**src/rtl/core/ackdr_pkg.sv**
```systemverilog
`default_nettype none
package ackdr_pkg;

   typedef struct packed {
      logic signed [15:0] speed_mm_s;
      logic signed [15:0] steer_angle;
      logic [19:0]        elapsed_us;
   } req_type;

   typedef struct packed {
      logic signed [47:0] pos_x_um;
      logic signed [47:0] pos_y_um;
      logic [31:0]        heading;
      logic signed [15:0] quat_z;
      logic signed [15:0] quat_w;
   } rsp_type;

   localparam int MUL_A_W = 36;
   localparam int MUL_B_W = 25;
   localparam int MUL_P_W = MUL_A_W + MUL_B_W;
   localparam int DIV_N_W = 56;
   localparam int DIV_D_W = 32;
   localparam int TRIG_W  = 33;
   localparam int ANG_W   = 34;

   localparam logic signed [TRIG_W-1:0] CORDIC_GAIN = 33'sd652032875;
   localparam logic [31:0] STEER_K         = 32'd2734261102;
   localparam logic [16:0] YAW_SCALE       = 17'd87496;
   // ceil(2^45 / 1000): exact x/1000 for x below 2^36
   localparam logic [35:0] POS_RECIP       = 36'd35184372089;
   localparam logic [13:0] WHEELBASE_RESET = 14'd2500;
   localparam logic [13:0] WHEELBASE_MIN   = 14'd100;
   localparam logic signed [47:0] POS_MAX  = {1'b0, {47{1'b1}}};
   localparam logic signed [47:0] POS_MIN  = {1'b1, {47{1'b0}}};

   function automatic logic [31:0] atan_entry(input logic [4:0] idx);
      logic [31:0] r;
      case (idx)
         5'd0:  r = 32'h20000000;
         5'd1:  r = 32'h12E4051E;
         5'd2:  r = 32'h09FB385B;
         5'd3:  r = 32'h051111D4;
         5'd4:  r = 32'h028B0D43;
         5'd5:  r = 32'h0145D7E1;
         5'd6:  r = 32'h00A2F61E;
         5'd7:  r = 32'h00517C55;
         5'd8:  r = 32'h0028BE53;
         5'd9:  r = 32'h00145F2F;
         5'd10: r = 32'h000A2F98;
         5'd11: r = 32'h000517CC;
         5'd12: r = 32'h00028BE6;
         5'd13: r = 32'h000145F3;
         5'd14: r = 32'h0000A2FA;
         5'd15: r = 32'h0000517D;
         5'd16: r = 32'h000028BE;
         5'd17: r = 32'h0000145F;
         5'd18: r = 32'h00000A30;
         5'd19: r = 32'h00000518;
         5'd20: r = 32'h0000028C;
         5'd21: r = 32'h00000146;
         5'd22: r = 32'h000000A3;
         5'd23: r = 32'h00000051;
         5'd24: r = 32'h00000029;
         5'd25: r = 32'h00000014;
         5'd26: r = 32'h0000000A;
         5'd27: r = 32'h00000005;
         5'd28: r = 32'h00000003;
         5'd29: r = 32'h00000001;
         5'd30: r = 32'h00000001;
         default: r = 32'h00000000;
      endcase
      return r;
   endfunction

endpackage
`default_nettype wire

```
**src/rtl/core/ackdr_mul.sv**
```systemverilog
`default_nettype none
module ackdr_mul import ackdr_pkg::*; (
   input  wire logic               clock,
   input  wire logic [MUL_A_W-1:0] a,
   input  wire logic [MUL_B_W-1:0] b,
   output logic      [MUL_P_W-1:0] prod
);

   logic [MUL_P_W-1:0] prod_ff;

   always_ff @(posedge clock) begin
      prod_ff <= MUL_P_W'(a) * MUL_P_W'(b);
   end

   assign prod = prod_ff;

endmodule
`default_nettype wire

```
**config.mk**
```make
export PLATFORM = sky130hd
export DESIGN_NAME = ackdr_mul
export DESIGN_NICKNAME = d
export VERILOG_FILES = /design/src/rtl/core/ackdr_pkg.sv /design/src/rtl/core/ackdr_mul.sv
export SDC_FILE = /design/constraint.sdc
export NUM_CORES = 2
export LEC_CHECK = 0
export ABC_AREA = 0
export BUFFER_PORTS_ARGS = -buffer_cell sky130_fd_sc_hd__buf_2
export CAP_MARGIN = 10
export CORE_MARGIN = 10
export CORE_UTILIZATION = 60
export CTS_CLUSTER_DIAMETER = 40
export CTS_CLUSTER_SIZE = 10
export DETAILED_ROUTE_END_ITERATION = 8
export GPL_TIMING_DRIVEN = 0
export PLACE_DENSITY_LB_ADDON = 0.08
export SLEW_MARGIN = 30
export SYNTH_ARGS = -nofsm -noshare
export SYNTH_HDL_FRONTEND = slang
export SYNTH_SLANG_ARGS = --single-unit
```
**constraint.sdc**
```tcl
create_clock -name clock -period 6.4 [get_ports clock]
set_clock_uncertainty 0.1 [all_clocks]
set_input_delay 0.32 -clock clock [delete_from_list [all_inputs] [get_ports clock]]
set_output_delay 0.32 -clock clock [all_outputs]
set_load 0.01 [all_outputs]
```
# Yosys cells after proc, flatten, opt, wreduce, memory -nomap -nowiden
# Cells that the tools add are included.
# word_totals
in_bits	62
reg_bits	61
# classes
mul	1
# op_table
cell	count
multiplier 36 x 25 -> 61 bit	1

# Depth between registers and ports, before layout
# logic_depth
word_depth	1
depth_mapped	27
mapped_depth_nobuf	25

# Worst setup path before layout
# No wires, ideal clock.
# synth_path
path_kind	input port to flip-flop
from	input port b[4]
to	register prod_ff[60], in the netlist prod[60]
setup_time_ns	0.128
arrival_ns	6.739
n_path_buf	3
cell_stages	26
slack_ns	-0.567
cell_sequence	clkbuf_1 -> clkbuf_1 -> nand2_1 -> fa_1 -> inv_1 -> fa_1 -> inv_1 -> fa_1 -> fa_1 -> inv_1 -> fa_1 -> fa_1 -> inv_1 -> fa_1 -> inv_1 -> ha_1 -> buf_6 -> a21oi_4 -> a21boi_1 -> a221o_1 -> a221o_1 -> a41oi_2 -> o21ai_2 -> a21oi_2 -> mux2i_1 -> nand4_1
# synth_via
elab_chain_len	1
# synth_rtl
element	line	rtl
start: declaration	ackdr_mul.sv:5	input wire logic [MUL_B_W-1:0] b,
multiplier 36 x 25 -> 61 bit	ackdr_mul.sv:12	prod_ff <= MUL_P_W'(a) * MUL_P_W'(b);
end signal: assignment	ackdr_mul.sv:12	
end: declaration	ackdr_mul.sv:9	logic [MUL_P_W-1:0] prod_ff;
# Every way passes these cells.

# Worst setup path after layout
# layout_path
from	input port b[7]
to	register prod_ff[48], in the netlist prod[48]
# Same word-level chain as after synthesis.

==> impl_metrics.ini <==
[routing]
final_antenna_net_count = 0
post_drt_wl_per_cell_um = 27.0
vias_per_cell = 5.91
dr.pass1.iters = 7
detail_route.drc_violations = 0
vias = 25500
drt-initial-drc-count = 2588
wl_um = 116000

[worst_setup_path]
timing.critical_path.to_type = register
path_max_fanout = 10
crit_path_max_incr_delay_ns = 0.57
worst_path_max_delay_cell = sky130_fd_sc_hd__fa_1
cp.arrival_ns = 7.03
critical_path_class = input port to register
path_common_cell = sky130_fd_sc_hd__fa_1
critical_path_required_ns = 6.51
cp-start-kind = input port

[floorplan]
std_cell_rows = 82
io-pin-count = 123
dieArea_um2 = 60000
die-width_um = 245
fp.coreArea_um2 = 50100
die_y_um = 245
start_util_pct = 60.6

[logic_synthesis]
syn-mean-instance-area_um2 = 9.00
mappedNetlistNets = 4407
synth.ff_latch_count = 61
synthTopCellsByCount = 816 x sky130_fd_sc_hd__inv_1, 779 x sky130_fd_sc_hd__fa_1, 482 x sky130_fd_sc_hd__and2_1
synthMostInstantiatedCell = sky130_fd_sc_hd__inv_1
yosysUniqueCellTypes = 64
synth-main-ff-cell = sky130_fd_sc_hd__dfxtp_1
register_area_share_after_synthesis_pct = 4.03
synth_top_cells_by_area = sky130_fd_sc_hd__fa_1 51%, sky130_fd_sc_hd__inv_1 10%, sky130_fd_sc_hd__and2_1 9.9%, sky130_fd_sc_hd__ha_1 8.1%, sky130_fd_sc_hd__nand2_1 5.9%
synthesis.area_um2 = 30300
synth_enable_flop_cells = 0
synthDominantAreaCellType = sky130_fd_sc_hd__fa_1
synth_cells = 3370
ys_async_sr_fraction_pct = 0
synth_top_area_share_pct = 51.4
ys.warnings.count = 0

[timing]
final.setup.worst_slack_ns = -0.519
rsz0062_at_grt = yes
setup_viol_count_final = 27
drv_slew = 0
slew-limit-headroom_pct = 28.2
post-route-period-util_pct = 108
worst_margin_slew_ns = 1.08
fmaxAchievable_mhz = 145
post-route-min-period_ns = 6.92
hold_violations = 0

[grt]
global_route_wire_length_before_repair_um = 170000
globalRouteTotalUtil_pct = 39.2
antenna_violations_before_repair = 13
via_count_of_the_first_global_routing_pass = 27600
global_route.overflow_total = 0
grt_max_degree = 12

[placement]
port_buffers = 110
post_placement_worst_setup_slack_ns = -1.94
place_congestion = 1.06
detailed_place.area_um2 = 32000
dp_hpwl_um = 91500

[cells_and_area]
final_layout_size_suffix_gt1_share_pct = 17.7
design.final.nets = 4658
max_ffs_per_register = 61
finalInstanceArea_um2 = 36300
area.growth.synth_to_final_pct = 19.5
layout_filler_cell_count = 3845

[cts]
cts_tree = built
clock_tree.root_cell = sky130_fd_sc_hd__clkbuf_16
cts_hold_repair.buffers = 0
cts.clk_slew.worst_paths_ns = 0.06
cts_num_sinks = 61
cts_made_buffers = 9
clockBufferDepth = 2
h-tree-depth = 3

[run_status]
violations = setup timing
status = finished, violations left

[flow_run]
timing.max_cap.violations = 0

[min_path]
hold_path_class = input port to register
[worst max-delay path: cells and delay by family]
family / cells / cell delay [ns]
AOI/OAI and AO/OA: 8 / 1.80
buffers and inverters: 7 / 0.75
xor gates and xnor gates: 1 / 0.14
and+or+nand+nor: 1 / 0.16
adders and majority gates: 8 / 3.83
[repair_timing]
item	CTS	global route
endpoints found under the setup margin	41	36
resized for setup	548	193
buffers inserted	96	47
pin swaps	76	87
[path summary, 6_finish.rpt]
| kind | slack [ns] | cells after the start | endpoint | startpoint |
|---|---|---|---|---|
| setup / recovery | -0.52 | 25 | prod[48]$_DFF_P_ | b[7] |
| hold / removal | 0.25 | 2 | prod[0]$_DFF_P_ | a[0] |
[layer usage]
metal | GRT usage [%] | wire length (um) | part of all wire [%]
met1 | 45.1 | 38200 | 33
met4 | 32.8 | 12500 | 11
met5 | 0 | 0 | 0
met3 | 10.5 | 13300 | 11
met2 | 60.7 | 52400 | 45
[cell families after synthesis]
group                      Yosys count  share of synthesized area [%]
DFF                                 61                           4.03
buffers and inverters              995                           12.3
xor gates and xnor gates            51                           1.47
muxes                                4                          0.136
adders and majority gates          975                           59.5
AOI/OAI and AO/OA                  200                           4.50
and+or+nand+nor                   1084                           18.0
[stage by stage]
stage | cells | TNS (ns) | hold WS (ns) | util (%)
after floorplan | 3370 | -0.312 | 0.342 | -
after global placement | 4152 | -58.70 | 0.569 | 64.0
after detailed placement | 4152 | -58.54 | 0.569 | 64.0
after CTS | 4257 | -5.13 | 0.227 | 70.5
after global routing | 4306 | -9.61 | 0.234 | 72.4
final | 4313 | -6.90 | 0.253 | 72.4
[placed cells by master, fill, tap and decap left out, types with 18 or more instances in the layout]
cell / Yosys / final
sky130_fd_sc_hd__a21o_1: 30 / 30
sky130_fd_sc_hd__a21oi_1: 59 / 39
sky130_fd_sc_hd__and2_1: 482 / 467
sky130_fd_sc_hd__buf_2: 1 / 91
sky130_fd_sc_hd__buf_4: 0 / 125
sky130_fd_sc_hd__buf_6: 1 / 34
sky130_fd_sc_hd__buf_8: 0 / 22
sky130_fd_sc_hd__clkbuf_16: 0 / 53
sky130_fd_sc_hd__clkbuf_4: 0 / 25
sky130_fd_sc_hd__clkbuf_8: 0 / 44
sky130_fd_sc_hd__dfxtp_1: 61 / 61
sky130_fd_sc_hd__fa_1: 779 / 750
sky130_fd_sc_hd__fa_2: 0 / 29
sky130_fd_sc_hd__ha_1: 196 / 170
sky130_fd_sc_hd__ha_4: 0 / 20
sky130_fd_sc_hd__inv_1: 816 / 794
sky130_fd_sc_hd__inv_2: 0 / 22
sky130_fd_sc_hd__nand2_1: 479 / 455
sky130_fd_sc_hd__nand2_2: 0 / 19
sky130_fd_sc_hd__nand4_1: 18 / 18
sky130_fd_sc_hd__nor2_1: 35 / 21
sky130_fd_sc_hd__xnor2_1: 27 / 25
sky130_fd_sc_hd__xor2_1: 24 / 23
[area by class of cell]
type                    instances  area [um^2]  area share (%)
multi-input cells            2314        26500            73.1
inverters                     816         3060            8.45
plain buffers                 168         2340            6.46
repair buffers                251         1980            5.46
flip-flops and latches         61         1220            3.37
well taps                     672          841            2.32
clock buffers                  11          253           0.697
diodes                         15         37.5           0.104
clock inverters                 5         33.8          0.0932
Power is left out: the tool's default activity adds up to more than one toggle a clock period on the data nets, which glitch-free logic cannot reach.
