File: src/rtl/core/ackdr_pkg.sv
`default_nettype none
package ackdr_pkg;

   typedef struct packed {
      logic signed [15:0] speed_mm_s;
      logic signed [15:0] steer_angle;
      logic [19:0]        elapsed_us;
   } req_type;

   typedef struct packed {
      logic signed [47:0] pos_x_um;
      logic signed [47:0] pos_y_um;
      logic [31:0]        heading;
      logic signed [15:0] quat_z;
      logic signed [15:0] quat_w;
   } rsp_type;

   localparam int MUL_A_W = 36;
   localparam int MUL_B_W = 25;
   localparam int MUL_P_W = MUL_A_W + MUL_B_W;
   localparam int DIV_N_W = 56;
   localparam int DIV_D_W = 32;
   localparam int TRIG_W  = 33;
   localparam int ANG_W   = 34;

   localparam logic signed [TRIG_W-1:0] CORDIC_GAIN = 33'sd652032875;
   localparam logic [31:0] STEER_K         = 32'd2734261102;
   localparam logic [16:0] YAW_SCALE       = 17'd87496;
   // ceil(2^45 / 1000): exact x/1000 for x below 2^36
   localparam logic [35:0] POS_RECIP       = 36'd35184372089;
   localparam logic [13:0] WHEELBASE_RESET = 14'd2500;
   localparam logic [13:0] WHEELBASE_MIN   = 14'd100;
   localparam logic signed [47:0] POS_MAX  = {1'b0, {47{1'b1}}};
   localparam logic signed [47:0] POS_MIN  = {1'b1, {47{1'b0}}};

   function automatic logic [31:0] atan_entry(input logic [4:0] idx);
      logic [31:0] r;
      case (idx)
         5'd0:  r = 32'h20000000;
         5'd1:  r = 32'h12E4051E;
         5'd2:  r = 32'h09FB385B;
         5'd3:  r = 32'h051111D4;
         5'd4:  r = 32'h028B0D43;
         5'd5:  r = 32'h0145D7E1;
         5'd6:  r = 32'h00A2F61E;
         5'd7:  r = 32'h00517C55;
         5'd8:  r = 32'h0028BE53;
         5'd9:  r = 32'h00145F2F;
         5'd10: r = 32'h000A2F98;
         5'd11: r = 32'h000517CC;
         5'd12: r = 32'h00028BE6;
         5'd13: r = 32'h000145F3;
         5'd14: r = 32'h0000A2FA;
         5'd15: r = 32'h0000517D;
         5'd16: r = 32'h000028BE;
         5'd17: r = 32'h0000145F;
         5'd18: r = 32'h00000A30;
         5'd19: r = 32'h00000518;
         5'd20: r = 32'h0000028C;
         5'd21: r = 32'h00000146;
         5'd22: r = 32'h000000A3;
         5'd23: r = 32'h00000051;
         5'd24: r = 32'h00000029;
         5'd25: r = 32'h00000014;
         5'd26: r = 32'h0000000A;
         5'd27: r = 32'h00000005;
         5'd28: r = 32'h00000003;
         5'd29: r = 32'h00000001;
         5'd30: r = 32'h00000001;
         default: r = 32'h00000000;
      endcase
      return r;
   endfunction

endpackage
`default_nettype wire

File: src/rtl/core/ackdr_div.sv
`default_nettype none
module ackdr_div import ackdr_pkg::*; (
   input  wire logic               clock,
   input  wire logic               reset,
   input  wire logic               start,
   input  wire logic [DIV_N_W-1:0] dividend,
   input  wire logic [DIV_D_W-1:0] divisor,
   output logic                    done,
   output logic      [DIV_N_W-1:0] quotient
);

   localparam logic [5:0] LAST = 6'(DIV_N_W - 1);

   logic [DIV_D_W-1:0] rem_ff, div_ff;
   logic [DIV_N_W-1:0] quot_ff;
   logic [5:0]         cnt_ff;
   logic               busy_ff, done_ff;
   logic [DIV_D_W:0]   trial, diff;
   logic               take;

   assign trial = {rem_ff, quot_ff[DIV_N_W-1]};
   assign diff  = trial - {1'b0, div_ff};
   assign take  = trial >= {1'b0, div_ff};

   always_ff @(posedge clock) begin
      if (reset) begin
         busy_ff <= 1'b0;
         done_ff <= 1'b0;
      end else begin
         done_ff <= 1'b0;
         if (start) begin
            busy_ff <= 1'b1;
         end else if (busy_ff && cnt_ff == LAST) begin
            busy_ff <= 1'b0;
            done_ff <= 1'b1;
         end
      end
   end

   always_ff @(posedge clock) begin
      if (start) begin
         rem_ff  <= '0;
         div_ff  <= divisor;
         quot_ff <= dividend;
         cnt_ff  <= '0;
      end else if (busy_ff) begin
         rem_ff  <= take ? diff[DIV_D_W-1:0] : trial[DIV_D_W-1:0];
         quot_ff <= {quot_ff[DIV_N_W-2:0], take};
         cnt_ff  <= cnt_ff + 6'd1;
      end
   end

   assign done     = done_ff;
   assign quotient = quot_ff;

endmodule
`default_nettype wire

File: config.mk
export PLATFORM = sky130hd
export DESIGN_NAME = ackdr_div
export DESIGN_NICKNAME = d
export VERILOG_FILES = /design/src/rtl/core/ackdr_pkg.sv /design/src/rtl/core/ackdr_div.sv
export SDC_FILE = /design/constraint.sdc
export NUM_CORES = 1
export LEC_CHECK = 0
export BUFFER_PORTS_ARGS = -buffer_cell sky130_fd_sc_hd__buf_2
export CAP_MARGIN = 20
export CELL_PAD_IN_SITES_DETAIL_PLACEMENT = 0
export CELL_PAD_IN_SITES_GLOBAL_PLACEMENT = 1
export CORE_MARGIN = 5
export CORE_UTILIZATION = 43
export DETAILED_ROUTE_END_ITERATION = 12
export PLACE_DENSITY_LB_ADDON = 0.1
export SYNTH_ARGS = -nofsm -noshare
export SYNTH_HDL_FRONTEND = slang
export SYNTH_SLANG_ARGS = --single-unit
File: constraint.sdc
create_clock -name clock -period 3.9 [get_ports clock]
set_input_delay 0.78 -clock clock [delete_from_list [all_inputs] [get_ports clock]]
set_output_delay 0.78 -clock clock [all_outputs]
set_load 0.1 [all_outputs]
==> Word-level counts from Yosys, hierarchy flattened <==
Index checks and enable logic that the tools add are counted.
{ "totals": {"ff_bits": 128, "out_inout_bits": 57, "word_cells": 20} }
{ "classes": {"addsub": 2, "magnitude_cmp": 1, "eq_ne": 1, "n_mux": 6, "n_reduce_logical": 4} }
{ "op_table": {"columns": ["operator", "count"], "rows": [
  ["$mux 56", 2],
  ["$ge 33x32->1", 1],
  ["$mux 32", 1],
  ["$sub 32x32->32", 1],
  ["$add 6x1->6 const B", 1],
  ["$eq 6x6->1 const B", 1],
  ["$reduce_bool 2->1", 2],
  ["$mux 1", 3],
  ["$reduce_or 2->1", 1],
  ["$logic_and 1x1->1", 1]
]} }

==> Depth between registers and ports, before layout <==
{ "logic_depth": {"ltp_word": 4, "mapped_depth": 13, "mapped_depth_nobuf": 11} }

==> Least setup slack after synthesis <==
Ideal clock, no wire load.
{ "synth_timing": {"path_type": "register to register", "start": "register quot_ff[55] (netlist: quotient[55])", "end": "register rem_ff[22]", "setup_time_ns": 0.089, "arrival_ns": 3.221, "required_ns": 3.811, "slack_ns": 0.590, "stages_incl_launch_ff": 12, "period_less_slack_ns": 3.310, "path_cell_list": "edfxtp_1 > inv_1 > ha_1 > fa_1 > nand2b_1 > a21oi_1 > o22ai_1 > o41ai_1 > a21oi_1 > xnor2_1 > nand2_1 > a311oi_2"} }
{ "synth_via": {"elab_chain_len": 2} }
{ "synth_rtl": {"columns": ["element", "line", "rtl"], "rows": [
  ["start: declaration", "ackdr_div.sv:15", "logic [DIV_N_W-1:0] quot_ff;"],
  ["start signal: assignment", "ackdr_div.sv:44", "quot_ff <= dividend;"],
  ["start signal: assignment", "ackdr_div.sv:48", "quot_ff <= {quot_ff[DIV_N_W-2:0], take};"],
  ["$sub 32x32->32 or $ge 33x32->1 (tied branches)", "ackdr_div.sv:22, ackdr_div.sv:23", null],
  ["$mux 32 *", "ackdr_div.sv:47", "rem_ff <= take ? diff[DIV_D_W-1:0] : trial[DIV_D_W-1:0];"],
  ["end signal: assignment", "ackdr_div.sv:47", null],
  ["end: declaration", "ackdr_div.sv:14", "logic [DIV_D_W-1:0] rem_ff, div_ff;"]
]} }
Every way passes the cells marked *; elsewhere a longest branch is shown, timed or not.
A chain may end at the register's enable or synchronous reset.

==> Final worst setup path <==
{ "layout_timing": {"start": "register div_ff[9]", "end": "register rem_ff[0]"} }
{ "layout_via": {"elab_chain_len": 2} }
{ "layout_rtl": {"columns": ["element", "line", "rtl"], "rows": [
  ["start: declaration", "ackdr_div.sv:14", null],
  ["start signal: assignment", "ackdr_div.sv:43", "div_ff <= divisor;"],
  ["$ge 33x32->1", "ackdr_div.sv:23", "assign take = trial >= {1'b0, div_ff};"],
  ["$mux 32", "ackdr_div.sv:47", null]
]} }
No other way between the ends.

==> results.yml <==
worst_setup_path:
  crit_fanout: 22
  r2r-start: "div_ff[9]"
  r2r_end: "rem_ff[0]"
  path_cells: "inv_1 -> ha_1 -> and3_4 -> a221oi_2 -> o32ai_1 -> or3_4 -> a311oi_4 -> or2_1 -> buf_4 -> nand2_1 -> a311oi_2"
  r2r_slack_ns: 0.83
  worstSetupStartpointType: "flop"
  crit_required_ns: 4.23
  slowest_stage: "or3_4"
  critical_path.max_stage_delay_ns: 0.39
  r2r.worst_path.cells: 11
  worst_setup_path_end_kind: "flop"
  worst-setup-path-type: "reg -> reg"
  crit_end: "rem_ff[0]"
  worstPathArrival_ns: 3.39
  critPathLaunch: "div_ff[9]"
logic_synthesis:
  synth_area_leaders: "edfxtp_1, dfxtp_1, mux2_2"
  ys_seq_area_frac: 0.499
  synth_top_area_share: 0.383
  syn_area_um2: 6900
  yosys_warnings: 0
  synthCells: 608
  synth_cell_types: 61
  synth_common_cells: "edfxtp_1, nand2_1, mux2_2, dfxtp_1, nor2_1"
  synth.net_count: 733
  synth-seq-cells: 128
  synth_top_area_cell: "edfxtp_1"
  postSynthAreaPerCell_um2: 11.4
  synth_edf_count: 88
  synth_most_common_cell: "edfxtp_1"
  ys.flop_type: "edfxtp_1"
  synthArstFlopShare: 0
routing:
  routed_wl_mm: 16.7
  routed_via_density: 5.30
  firstDrtPassIters: 4
  wire_per_inst_um: 16.9
  antenna_left: 0
  first_iter_violations: 304
  drcViolationCount: 0
  route.vias.total: 5225
clock_network:
  cts_root_buffer: "clkbuf_16"
  cts_setup_buffers: 0
  cts_tree: "built"
  cts_made_buffers: 17
  clock-sinks: 128
  ctsHoldBuffers: 0
  clk_pin_slew_ns: 0.06
  worstSkewPairLatency_ns: 0.42
  clk_path_buf_depth: 2
  cts_max_level: 4
  ctsResizeCount: 0
floorplanning:
  initial_core_util: 0.436
  dieArea_um2: 18700
  core_area_um2: 15800
  fp.dieH_um: 137
  placement_rows: 46
  die_w_um: 137
  io_pins: 148
min_path:
  hp-class: "reg -> reg"
  min_from: "rem_ff[18]"
global_route:
  antenna_found_initial: 0
  grt_use_met1: 0.231
  grt_pass1_wl_mm: 27.2
  use_met3: 0.0688
  grtUsageMet2: 0.300
  track_usage: 0.184
  top_usage_layer: "met2"
  grt_pass1_vias: 5419
  grt.overflow.total: 0
  grt_max_degree: 117
timing:
  rsz0062_at_grt: "false"
  period_needed_ns: 3.07
  period_share: 0.786
  maxSlewViolCount: 0
  hold_violations: 0
  final.setup.tns_ns: 0
  fin_skew_ns: 0.00859
  slew_headroom: 0.556
  setup_violations: 0
  max_freq_mhz: 326
  worst_pin_slew_ns: 0.666
power_and_ir_drop:
  ir_drop_mv: 0.323
  power.density_nw_per_um2: 510
  cellLeakagePower_uw: 0.00344
cells_and_area:
  stdcell_count: 986
  regArea_um2: 3440
  drive_gt1_frac: 0.351
  final_core_util: 0.532
  area_delta_synth_final_pct: 22.1
  insertedDiodeCount: 0
  multiInputGateArea_um2: 3200
  fin_nets: 882
  n_fill_cell: 1427
placement:
  dp.cells: 954
  port_buffers: 147
  gp_congestion: 0.811
  dpl.hpwl_mm: 12.0
run_status:
  outcome: "completed"
run:
  drv_cap: 0
-- report_power, final --
part	total (uW)	switching [uW]	internal, uW
Sequential	1660	67.0	1590
Combinational	1120	814	311
Clock	1520	637	884
-- cells by family after synthesis --
family	count (synthesis)	synth area share
flops	128	0.499
fa+ha+maj	34	0.0627
simple gates	164	0.115
buf+inv	63	0.0381
mux	59	0.0957
compound gates	129	0.151
xor+xnor	31	0.0393
-- state kept, by name, summed over array words and instances, names as in the netlist --
| name | flops |
|---|---|
| div_ff | 32 |
| cnt_ff | 6 |
| busy_ff | 1 |
| done | 1 |
| rem_ff | 32 |
| quotient | 56 |
-- critical path: cells and delay by family (launching register included) --
family	cells	cell delay, ns
AO/OA/AOI/OAI	4	1.07
AND/OR/NAND/NOR	4	0.92
buffers and inverters	2	0.36
flip-flops	1	0.35
adder cells (fa/ha/maj)	1	0.28
-- cell usage in the layout, fill, tap and decap left out, drive strengths merged, types with 6 or more instances in the layout --
master    n
nand2    57
buf     156
nor2     40
mux2     56
clkbuf   17
edfxtp   88
o21ai    19
nand2b    7
nor3      8
nand3    14
a211oi   11
ha       33
a21oi    32
xnor2    17
dfxtp    40
clkinv    8
a32oi     6
inv      43
and3      6
xor2     14
a311oi   16
nand4    10
-- metal layers --
metal	up-vias	wire length, um	part of all wire
met2	143	7920	0.48
met3	16	1170	0.070
li1	2580	-	-
met1	2486	7400	0.44
met4	0	180	0.011
met5	-	0	0
-- worst min-delay path by stage --
stage / end / cells after the start
finish: rem_ff[18] / 2
detailed placement: rem_ff[18] / 2
global placement: cnt_ff[5] / 2
CTS: rem_ff[18] / 2
floorplan: rem_ff[27] / 2
global route: div_ff[5] / 1
-- metrics by stage --
stage | area, um2 | hold WS, ns | total power [uW] | setup WS (ns)
2_1_floorplan | 6900 | 0.451 | 2570 | 0.590
3_5_place_dp | 7870 | 0.488 | 2810 | 0.848
5_1_grt | 8430 | 0.511 | 4490 | 0.616
4_1_cts | 8430 | 0.495 | 4340 | 0.824
3_3_place_gp | 7870 | 0.466 | 2800 | 0.893
6_report | 8430 | 0.499 | 4300 | 0.833
-- area by class of cell --
type / count / share of cell area
timing repair buffer: 156 / 0.0971
tap: 216 / 0.0321
multi-input combinational: 417 / 0.379
clock buffer: 17 / 0.0505
clock inverter: 15 / 0.0159
inverter: 37 / 0.0165
sequential: 128 / 0.409
Power figures use the tool's default switching activity.
